File: config.mk
export PLATFORM = sky130hd
export DESIGN_NAME = indexed_list_insert_delete_unit
export DESIGN_NICKNAME = d
export VERILOG_FILES = /design/src/rtl/ilid_pkg.sv /design/src/rtl/ilid_dp.sv /design/src/rtl/ilid_ctrl.sv /design/src/rtl/indexed_list_insert_delete_unit.sv
export SDC_FILE = /design/constraint.sdc
export NUM_CORES = 2
export LEC_CHECK = 0
export BUFFER_PORTS_ARGS = -buffer_cell sky130_fd_sc_hd__buf_2
export CAP_MARGIN = 30
export CORE_MARGIN = 2
export CORE_UTILIZATION = 63
export DETAILED_ROUTE_END_ITERATION = 8
export HOLD_SLACK_MARGIN = 0.15
export PLACE_DENSITY = 0.79
export REMOVE_ABC_BUFFERS = 1
export SYNTH_ARGS = -nofsm -noshare
export SYNTH_HDL_FRONTEND = slang
export SYNTH_SLANG_ARGS = --single-unit
File: constraint.sdc
create_clock -name clk_i -period 6.3 [get_ports clk_i]
set_clock_uncertainty 0.15 [all_clocks]
set_input_delay 0.63 -clock clk_i [delete_from_list [all_inputs] [get_ports clk_i]]
set_output_delay 0.63 -clock clk_i [all_outputs]
set_load 0.1 [all_outputs]
File: src/rtl/ilid_pkg.sv
// Shared types and constants for the indexed list insert/delete unit.
`default_nettype none

package ilid_pkg;

  // Field widths
  localparam int unsigned KIND_W = 3;
  localparam int unsigned POS_W  = 8;
  localparam int unsigned VAL_W  = 32;
  localparam int unsigned LEN_W  = 7;

  // Stream packing
  localparam int unsigned S_TDATA_W = 40;  // position, value, no fill bits
  localparam int unsigned S_PAD_W   = S_TDATA_W - POS_W - VAL_W;
  localparam int unsigned M_TDATA_W = 40;  // read_value, length, zero fill
  localparam int unsigned M_PAD_W   = M_TDATA_W - VAL_W - LEN_W;

  // Request kinds
  localparam logic [KIND_W-1:0] KIND_READ       = 3'd0;
  localparam logic [KIND_W-1:0] KIND_INS_HEAD   = 3'd1;
  localparam logic [KIND_W-1:0] KIND_INS_TAIL   = 3'd2;
  localparam logic [KIND_W-1:0] KIND_INS_BEFORE = 3'd3;
  localparam logic [KIND_W-1:0] KIND_DELETE     = 3'd4;

  // Value returned by a read at an invalid position
  localparam logic [VAL_W-1:0] READ_MISS = '1;

  typedef enum logic [1:0] {
    RD_AT,     // element at the index
    RD_BELOW,  // element one below the index
    RD_ABOVE   // element one above the index
  } rd_sel_e;

  typedef enum logic {
    WR_MOVED,  // element just read, written at the index
    WR_NEW     // request value, written at the insert position
  } wr_sel_e;

  typedef struct packed {
    logic    load;
    logic    decide;
    logic    mem_rd;
    rd_sel_e rd_sel;
    logic    mem_wr;
    wr_sel_e wr_sel;
    logic    idx_dec;
    logic    idx_inc;
    logic    cnt_inc;
    logic    cnt_dec;
    logic    out_load;
  } ilid_cmd_t;

  typedef struct packed {
    logic read_ok;
    logic ins_ok;
    logic del_ok;
    logic shr_more;
    logic shl_more;
    logic out_free;
  } ilid_stat_t;

endpackage

`default_nettype wire

File: src/rtl/ilid_dp.sv
// Datapath of the indexed list unit: element memory, count, index and result register.
`default_nettype none

module ilid_dp import ilid_pkg::*; #(
  parameter int unsigned CAPACITY = 64,
  localparam int unsigned AW = (CAPACITY > 1) ? $clog2(CAPACITY) : 1,
  localparam int unsigned CW = $clog2(CAPACITY + 1),
  localparam int unsigned PW = (CW > 7) ? CW : 7
) (
  input  wire logic                    clk_i,
  input  wire logic                    rst_ni,
  input  wire ilid_cmd_t               cmd_i,
  output      ilid_stat_t              stat_o,
  input  wire logic [KIND_W-1:0]       req_kind_i,
  input  wire logic signed [POS_W-1:0] req_pos_i,
  input  wire logic [VAL_W-1:0]        req_value_i,
  input  wire logic                    m_tready_i,
  output      logic                    m_tvalid_o,
  output      logic [M_TDATA_W-1:0]    m_tdata_o,  // read_value[31:0], length[38:32], zero
  output      logic                    m_tuser_o   // accepted
);

  logic [VAL_W-1:0]  mem [CAPACITY];
  logic [VAL_W-1:0]  rdata_q;

  logic [KIND_W-1:0] kind_q;
  logic              neg_q;
  logic [6:0]        pos_q;
  logic [VAL_W-1:0]  value_q;
  logic [CW-1:0]     idx_q, idx_d;
  logic [CW-1:0]     ins_pos_q;
  logic              acc_q;
  logic [CW-1:0]     count_q, count_d;

  logic              m_valid_q, m_valid_d;
  logic [VAL_W-1:0]  m_rv_q;
  logic [LEN_W-1:0]  m_len_q;
  logic              m_acc_q;

  logic [PW-1:0]     pos_ext, cnt_ext;
  logic              full, pos_lt, pos_le;
  logic              read_ok, ins_ok, del_ok;
  logic [CW-1:0]     ins_tgt;
  logic [CW-1:0]     raddr_full, waddr_full;
  logic [VAL_W-1:0]  wdata;
  logic [VAL_W-1:0]  rv_next;

  // Request decode
  assign pos_ext = PW'(pos_q);
  assign cnt_ext = PW'(count_q);
  assign full    = count_q >= CW'(CAPACITY);
  assign pos_lt  = !neg_q && (pos_ext < cnt_ext);
  assign pos_le  = !neg_q && (pos_ext <= cnt_ext);

  assign read_ok = (kind_q == KIND_READ) && pos_lt;
  assign del_ok  = (kind_q == KIND_DELETE) && pos_lt;
  assign ins_ok  = !full && ((kind_q == KIND_INS_HEAD) || (kind_q == KIND_INS_TAIL) ||
                             ((kind_q == KIND_INS_BEFORE) && (neg_q || pos_le)));

  always_comb begin
    case (kind_q)
      KIND_INS_TAIL:   ins_tgt = count_q;
      KIND_INS_BEFORE: ins_tgt = neg_q ? '0 : CW'(pos_ext);
      default:         ins_tgt = '0;
    endcase
  end

  assign stat_o.read_ok  = read_ok;
  assign stat_o.ins_ok   = ins_ok;
  assign stat_o.del_ok   = del_ok;
  assign stat_o.shr_more = idx_q > ins_pos_q;
  assign stat_o.shl_more = ({1'b0, idx_q} + (CW+1)'(1)) < {1'b0, count_q};
  assign stat_o.out_free = !m_valid_q || m_tready_i;

  // Request capture and index bookkeeping
  always_ff @(posedge clk_i) begin
    if (cmd_i.load) begin
      kind_q  <= req_kind_i;
      neg_q   <= req_pos_i[POS_W-1];
      pos_q   <= req_pos_i[6:0];
      value_q <= req_value_i;
    end
    if (cmd_i.decide) begin
      acc_q     <= read_ok || ins_ok || del_ok;
      ins_pos_q <= ins_tgt;
    end
    idx_q <= idx_d;
  end

  always_comb begin
    idx_d = idx_q;
    if (cmd_i.decide) begin
      idx_d = ins_ok ? count_q : CW'(pos_ext);
    end else if (cmd_i.idx_dec) begin
      idx_d = idx_q - CW'(1);
    end else if (cmd_i.idx_inc) begin
      idx_d = idx_q + CW'(1);
    end
  end

  always_comb begin
    count_d = count_q;
    if (cmd_i.cnt_inc) begin
      count_d = count_q + CW'(1);
    end else if (cmd_i.cnt_dec) begin
      count_d = count_q - CW'(1);
    end
  end

  always_ff @(posedge clk_i or negedge rst_ni) begin
    if (!rst_ni) begin
      count_q <= '0;
    end else begin
      count_q <= count_d;
    end
  end

  // Element memory: one read or one write per cycle
  always_comb begin
    unique case (cmd_i.rd_sel)
      RD_BELOW: raddr_full = idx_q - CW'(1);
      RD_ABOVE: raddr_full = idx_q + CW'(1);
      default:  raddr_full = idx_q;
    endcase
  end

  always_comb begin
    unique case (cmd_i.wr_sel)
      WR_NEW: begin
        waddr_full = ins_pos_q;
        wdata      = value_q;
      end
      default: begin
        waddr_full = idx_q;
        wdata      = rdata_q;
      end
    endcase
  end

  always_ff @(posedge clk_i) begin
    if (cmd_i.mem_wr) begin
      mem[waddr_full[AW-1:0]] <= wdata;
    end
    if (cmd_i.mem_rd) begin
      rdata_q <= mem[raddr_full[AW-1:0]];
    end
  end

  // Result register
  always_comb begin
    if (kind_q == KIND_READ) begin
      rv_next = acc_q ? rdata_q : READ_MISS;
    end else begin
      rv_next = '0;
    end
  end

  always_comb begin
    m_valid_d = m_valid_q;
    if (cmd_i.out_load) begin
      m_valid_d = 1'b1;
    end else if (m_tready_i) begin
      m_valid_d = 1'b0;
    end
  end

  always_ff @(posedge clk_i or negedge rst_ni) begin
    if (!rst_ni) begin
      m_valid_q <= 1'b0;
    end else begin
      m_valid_q <= m_valid_d;
    end
  end

  always_ff @(posedge clk_i) begin
    if (cmd_i.out_load) begin
      m_rv_q  <= rv_next;
      m_acc_q <= acc_q;
      m_len_q <= LEN_W'(cnt_ext);
    end
  end

  assign m_tvalid_o = m_valid_q;
  assign m_tdata_o  = {{M_PAD_W{1'b0}}, m_len_q, m_rv_q};
  assign m_tuser_o  = m_acc_q;

endmodule

`default_nettype wire

File: src/rtl/ilid_ctrl.sv
// Controller of the indexed list unit: sequences reads, shifts and writes per item.
`default_nettype none

module ilid_ctrl import ilid_pkg::*; (
  input  wire logic       clk_i,
  input  wire logic       rst_ni,
  input  wire logic       s_tvalid_i,
  output      logic       s_tready_o,
  input  wire ilid_stat_t stat_i,
  output      ilid_cmd_t  cmd_o
);

  localparam logic [3:0] S_IDLE   = 4'd0;
  localparam logic [3:0] S_DECIDE = 4'd1;
  localparam logic [3:0] S_READ   = 4'd2;
  localparam logic [3:0] S_SHR_RD = 4'd3;
  localparam logic [3:0] S_SHR_WR = 4'd4;
  localparam logic [3:0] S_INS_WR = 4'd5;
  localparam logic [3:0] S_SHL_RD = 4'd6;
  localparam logic [3:0] S_SHL_WR = 4'd7;
  localparam logic [3:0] S_FINISH = 4'd8;

  logic [3:0] state_q, state_d;

  always_comb begin
    state_d    = state_q;
    s_tready_o = 1'b0;
    cmd_o      = '0;
    cmd_o.rd_sel = RD_AT;
    cmd_o.wr_sel = WR_MOVED;
    unique case (state_q)
      S_IDLE: begin
        s_tready_o = 1'b1;
        if (s_tvalid_i) begin
          cmd_o.load = 1'b1;
          state_d    = S_DECIDE;
        end
      end
      S_DECIDE: begin
        cmd_o.decide = 1'b1;
        if (stat_i.read_ok) begin
          state_d = S_READ;
        end else if (stat_i.ins_ok) begin
          state_d = S_SHR_RD;
        end else if (stat_i.del_ok) begin
          state_d = S_SHL_RD;
        end else begin
          state_d = S_FINISH;
        end
      end
      S_READ: begin
        cmd_o.mem_rd = 1'b1;
        state_d      = S_FINISH;
      end
      // Make room: move elements up one place, from the top down
      S_SHR_RD: begin
        if (stat_i.shr_more) begin
          cmd_o.mem_rd = 1'b1;
          cmd_o.rd_sel = RD_BELOW;
          state_d      = S_SHR_WR;
        end else begin
          state_d = S_INS_WR;
        end
      end
      S_SHR_WR: begin
        cmd_o.mem_wr  = 1'b1;
        cmd_o.idx_dec = 1'b1;
        state_d       = S_SHR_RD;
      end
      S_INS_WR: begin
        cmd_o.mem_wr  = 1'b1;
        cmd_o.wr_sel  = WR_NEW;
        cmd_o.cnt_inc = 1'b1;
        state_d       = S_FINISH;
      end
      // Close the gap: move elements down one place, from the bottom up
      S_SHL_RD: begin
        if (stat_i.shl_more) begin
          cmd_o.mem_rd = 1'b1;
          cmd_o.rd_sel = RD_ABOVE;
          state_d      = S_SHL_WR;
        end else begin
          cmd_o.cnt_dec = 1'b1;
          state_d       = S_FINISH;
        end
      end
      S_SHL_WR: begin
        cmd_o.mem_wr  = 1'b1;
        cmd_o.idx_inc = 1'b1;
        state_d       = S_SHL_RD;
      end
      S_FINISH: begin
        // Hold the result until the output register is free
        if (stat_i.out_free) begin
          cmd_o.out_load = 1'b1;
          state_d        = S_IDLE;
        end
      end
      default: begin
        state_d = S_IDLE;
      end
    endcase
  end

  always_ff @(posedge clk_i or negedge rst_ni) begin
    if (!rst_ni) begin
      state_q <= S_IDLE;
    end else begin
      state_q <= state_d;
    end
  end

endmodule

`default_nettype wire

File: src/rtl/indexed_list_insert_delete_unit.sv
// Top level of the indexed list unit: stream ports, controller and datapath.
//
// Keeps an ordered list of up to CAPACITY signed 32-bit values in a single-port
// memory and answers one request per item: read at a position, insert at head,
// tail or before a position, or delete at a position. Every item gives exactly
// one result with the read value, an accepted flag and the new length (low 7
// bits). Items are handled one at a time. Once accepted, a request is decided:
// a read then does one memory read, a rejected request goes straight to the
// result, an insert moves the elements at and after its position up one place
// and writes the new value, and a delete moves those after it down one place.
// Each move is a memory read followed by a memory write. The next item is taken
// at the edge after the result has entered the output register, which may still
// be waiting on the sink; a stalled sink holds the finished result back and
// lengthens the item by the cycles of the stall. No clearing pass is run after
// reset.
`default_nettype none

module indexed_list_insert_delete_unit import ilid_pkg::*; #(
  parameter int unsigned CAPACITY = 64
) (
  input  wire logic                 clk_i,
  input  wire logic                 rst_ni,
  input  wire logic                 s_axis_tvalid_i,
  output      logic                 s_axis_tready_o,
  input  wire logic [S_TDATA_W-1:0] s_axis_tdata_i,  // position[7:0], value[39:8]
  input  wire logic [KIND_W-1:0]    s_axis_tuser_i,  // kind[2:0]
  output      logic                 m_axis_tvalid_o,
  input  wire logic                 m_axis_tready_i,
  output      logic [M_TDATA_W-1:0] m_axis_tdata_o,  // read_value[31:0], length[38:32], zero
  output      logic                 m_axis_tuser_o   // accepted
);

  ilid_cmd_t  cmd;
  ilid_stat_t stat;

  logic signed [POS_W-1:0] req_pos;
  logic [VAL_W-1:0]        req_value;

  assign req_pos   = s_axis_tdata_i[POS_W-1:0];
  assign req_value = s_axis_tdata_i[POS_W+VAL_W-1:POS_W];

  ilid_ctrl u_ctrl (
    .clk_i      (clk_i),
    .rst_ni     (rst_ni),
    .s_tvalid_i (s_axis_tvalid_i),
    .s_tready_o (s_axis_tready_o),
    .stat_i     (stat),
    .cmd_o      (cmd)
  );

  ilid_dp #(
    .CAPACITY (CAPACITY)
  ) u_dp (
    .clk_i       (clk_i),
    .rst_ni      (rst_ni),
    .cmd_i       (cmd),
    .stat_o      (stat),
    .req_kind_i  (s_axis_tuser_i),
    .req_pos_i   (req_pos),
    .req_value_i (req_value),
    .m_tready_i  (m_axis_tready_i),
    .m_tvalid_o  (m_axis_tvalid_o),
    .m_tdata_o   (m_axis_tdata_o),
    .m_tuser_o   (m_axis_tuser_o)
  );

endmodule

`default_nettype wire

==> run metrics <==
status completed; Clock Path Buffers 3; most frequent cells in the layout edfxtp_1, nand2_1, mux4_2; Max FO, Critical Path 46; Die ar. 138000 µm²; global-route wire length before repair around 340 mm; share of layout cells above drive strength 1 0.233; antenna violations before repair 7; First-pass DRT Iterations 8; Inst Count DP about 6400; vias 48504; vias per cell just over 7; share of the synthesized area in the top cell type 0.767; Synth Register Bits 2190; CP Data Arrival Time 6660 ps; Port Buffers 88; IO Count 90; Layout area overhead 14.3%; Synth area leaders edfxtp_1, mux4_2, nand2_1; max_slew headroom 0.252; initial core utilization 0.636; Clock Tree Root clkbuf_16; final net count 5026; DR WL/cell 34.5 µm; row count between 100 and 150; # clock sinks roughly 2200; fin util 0.727; CP max-delay cell edfxtp_1; Lkg Pwr 31.7 nW; Max stage delay on crit path 580 ps; Post-DP Area approximately 90000 µm²; CP most frequent cell ha_1; Synth Cell Area 85300 µm²; RSZ-0062 raised after global routing no; area of the multi-input gates roughly 19000 µm²; Core Area 134000 µm²; area leader, netlist edfxtp_1; worst path cell trace inv_1, ha_1, ha_1, a21boi_0, o21a_1, o21a_1, o21ai_0, a21o_1, nand4_1, inv_1, ha_1, mux2_2, mux2_8, buf_4, mux4_2, nand2_1, a32o_1, nor4_1, and2_1; chip height ~370 µm; HP Class in -> reg; DRC 0; CP endpoint kind flip-flop; Syn Area/Cell roughly 19 µm²; ys flop type edfxtp_1; synth unique cells 76; Setup Crit Path Kind reg -> reg; final hold violations 0; Worst-path clk slew 60 ps; clk_lat worst skew 830 ps; Routed Antenna Nets 0; fin cells between 6000 and 7000; initial DRC count a little over 8000; via count of the first global-routing pass 48326; dpl hpwl 134 mm; synth warn 0; crit share post-route 0.972; Post-Layout Inst Area around 97000 µm²; gpl congestion 0.918; max_cap viols 0; commonest non-fill, non-tap cell in the layout edfxtp_1; setup TNS 0 ps; CP top delay family compound AO/OA/AOI/OAI gates; worst path required time about 7000 ps; crit path buf inv count 3; pin count of the biggest net entering global routing 69; post-synthesis sequential area ratio 0.771; register area 65700 µm²; Min Hold Slack about 360 ps; gr usage total 0.348; Max IR drop VDD a little over 0.4 mV; final wirelength 237 mm; Post-synth EDFFs 2178; fraction of registers with async set/reset 0.00548; CTS Buf Count 204; fillers 7236; Peak Freq roughly 160 MHz; final setup vio count 0; GR Overflow Total 0; H-tree depth 4; Post-Synthesis Cells 4569; PD cells between 400 and 500 nW/µm²; CP Launch Type flip-flop; Slew Limit Fails 0; CTS tree built; worst-margin pin slew 1120 ps; post-layout min period 6120 ps; Die X 372 µm
==> power by group <==
group / leakage, nW / internal (W) / switching [W] / total [W]
registers: 19.8 / 0.0179 / 0.000311 / 0.0182
clock network: 3.14 / 0.00668 / 0.00536 / 0.0120
logic: 8.77 / 0.00553 / 0.0101 / 0.0156
==> Yosys cell counts (all sizes together), types with 4 or more instances <==
master	count
edfxtp	2178
nand2	685
mux4	396
nand3	211
buf	158
nor2	108
mux2i	101
clkbuf	94
a21oi	82
a32oi	73
inv	54
o21ai	51
a31oi	44
o22ai	30
ha	29
nor4	23
nand4	21
and2	18
a32o	15
a211oi	14
dfrtp	12
nor2b	11
nor3	11
a21boi	10
a311oi	10
and3	10
nand2b	10
a21o	9
o211ai	9
and4	7
o21a	7
xnor2	7
a221oi	6
o31ai	6
xor2	6
a2bb2oi	5
nand3b	5
or2	5
a22o	4
mux2	4
==> worst reg2reg max path, cell delays in order (launching register included) <==
cell	delay, ps
edfxtp_1	580
inv_1	140
ha_1	360
ha_1	290
a21boi_0	120
o21a_1	190
o21a_1	160
o21ai_0	170
a21o_1	190
nand4_1	210
inv_1	170
ha_1	360
mux2_2	250
mux2_8	510
buf_4	610
mux4_2	350
nand2_1	70
a32o_1	330
nor4_1	580
and2_1	220
==> through the flow <==
stage | worst slack, ps | power [W]
final | 178 | 0.0459
after global placement | 108 | 0.0330
after detailed placement | -3.92 | 0.0335
after CTS | 78.0 | 0.0455
after floorplan | -16950 | 0.0282
after global routing | 38.9 | 0.0471
==> flip-flops by register name (all words and copies together) (netlist names) <==
register,flops
u_dp.value_q,32
u_dp.m_len_q,7
u_dp.idx_q,7
u_dp.m_rv_q,32
u_dp.ins_pos_q,7
u_dp.kind_q,3
u_dp.acc_q,1
u_dp.pos_ext,7
u_dp.neg_q,1
u_dp.cnt_ext,7
u_dp.mem,2048
u_dp.m_tuser_o,1
u_dp.rdata_q,32
u_ctrl.state_q,4
u_dp.m_tvalid_o,1
==> layout make-up <==
type,instances,share of cell area
diodes,3,0.0000770
clock buffers,254,0.0550
clock inverters,122,0.0109
inverters,55,0.00212
multi-input cells,2073,0.197
flip-flops and latches,2190,0.674
well taps,1768,0.0227
repair buffers,425,0.0383
==> cells by family (layout without fill, tap and decap cells) <==
kind of cell,Yosys count,after routing,share of synthesized area
xor gates and xnor gates,13,13,0.00134
other,1,4,0.0000440
buffers and inverters,307,856,0.0165
muxes,501,501,0.117
adders and majority gates,30,30,0.00449
DFF,2190,2190,0.771
AOI/OAI and AO/OA,391,391,0.0320
and+or+nand+nor,1136,1137,0.0580
==> metal layers <==
layer / routed length, µm / vias to the layer above / GRT usage
met5: 45 / - / 0
met4: 14600 / 6 / 0.192
met3: 30800 / 796 / 0.0811
met2: 113000 / 4213 / 0.549
met1: 78800 / 24457 / 0.455
li1: - / 19032 / -
==> what timing repair did <==
item,4_1_cts,5_1_grt
resized for setup,1,7
pin swaps,0,1
buffers inserted,0,17
hold buffers,47,0
setup endpoints to repair,1,29
hold endpoints to repair,58,0
cloned,0,1
==> path summary, 6_finish.rpt <==
path	startpoint	end	slack [ps]	depth (start not counted)
max	u_dp.idx_q[1]	u_dp.rdata_q[22]	180	19
max in group asynchronous	rst_ni	u_dp.cnt_ext[2]	4700	3
min reg2reg	u_dp.cnt_ext[4]	u_dp.m_len_q[4]	400	0
max reg2reg	u_dp.idx_q[1]	u_dp.rdata_q[22]	180	19
min in group asynchronous	rst_ni	u_dp.m_tvalid_o	820	3
min	s_axis_tdata_i[32]	u_dp.value_q[24]	360	2
No activity file was read; power rests on OpenSTA's default activity.
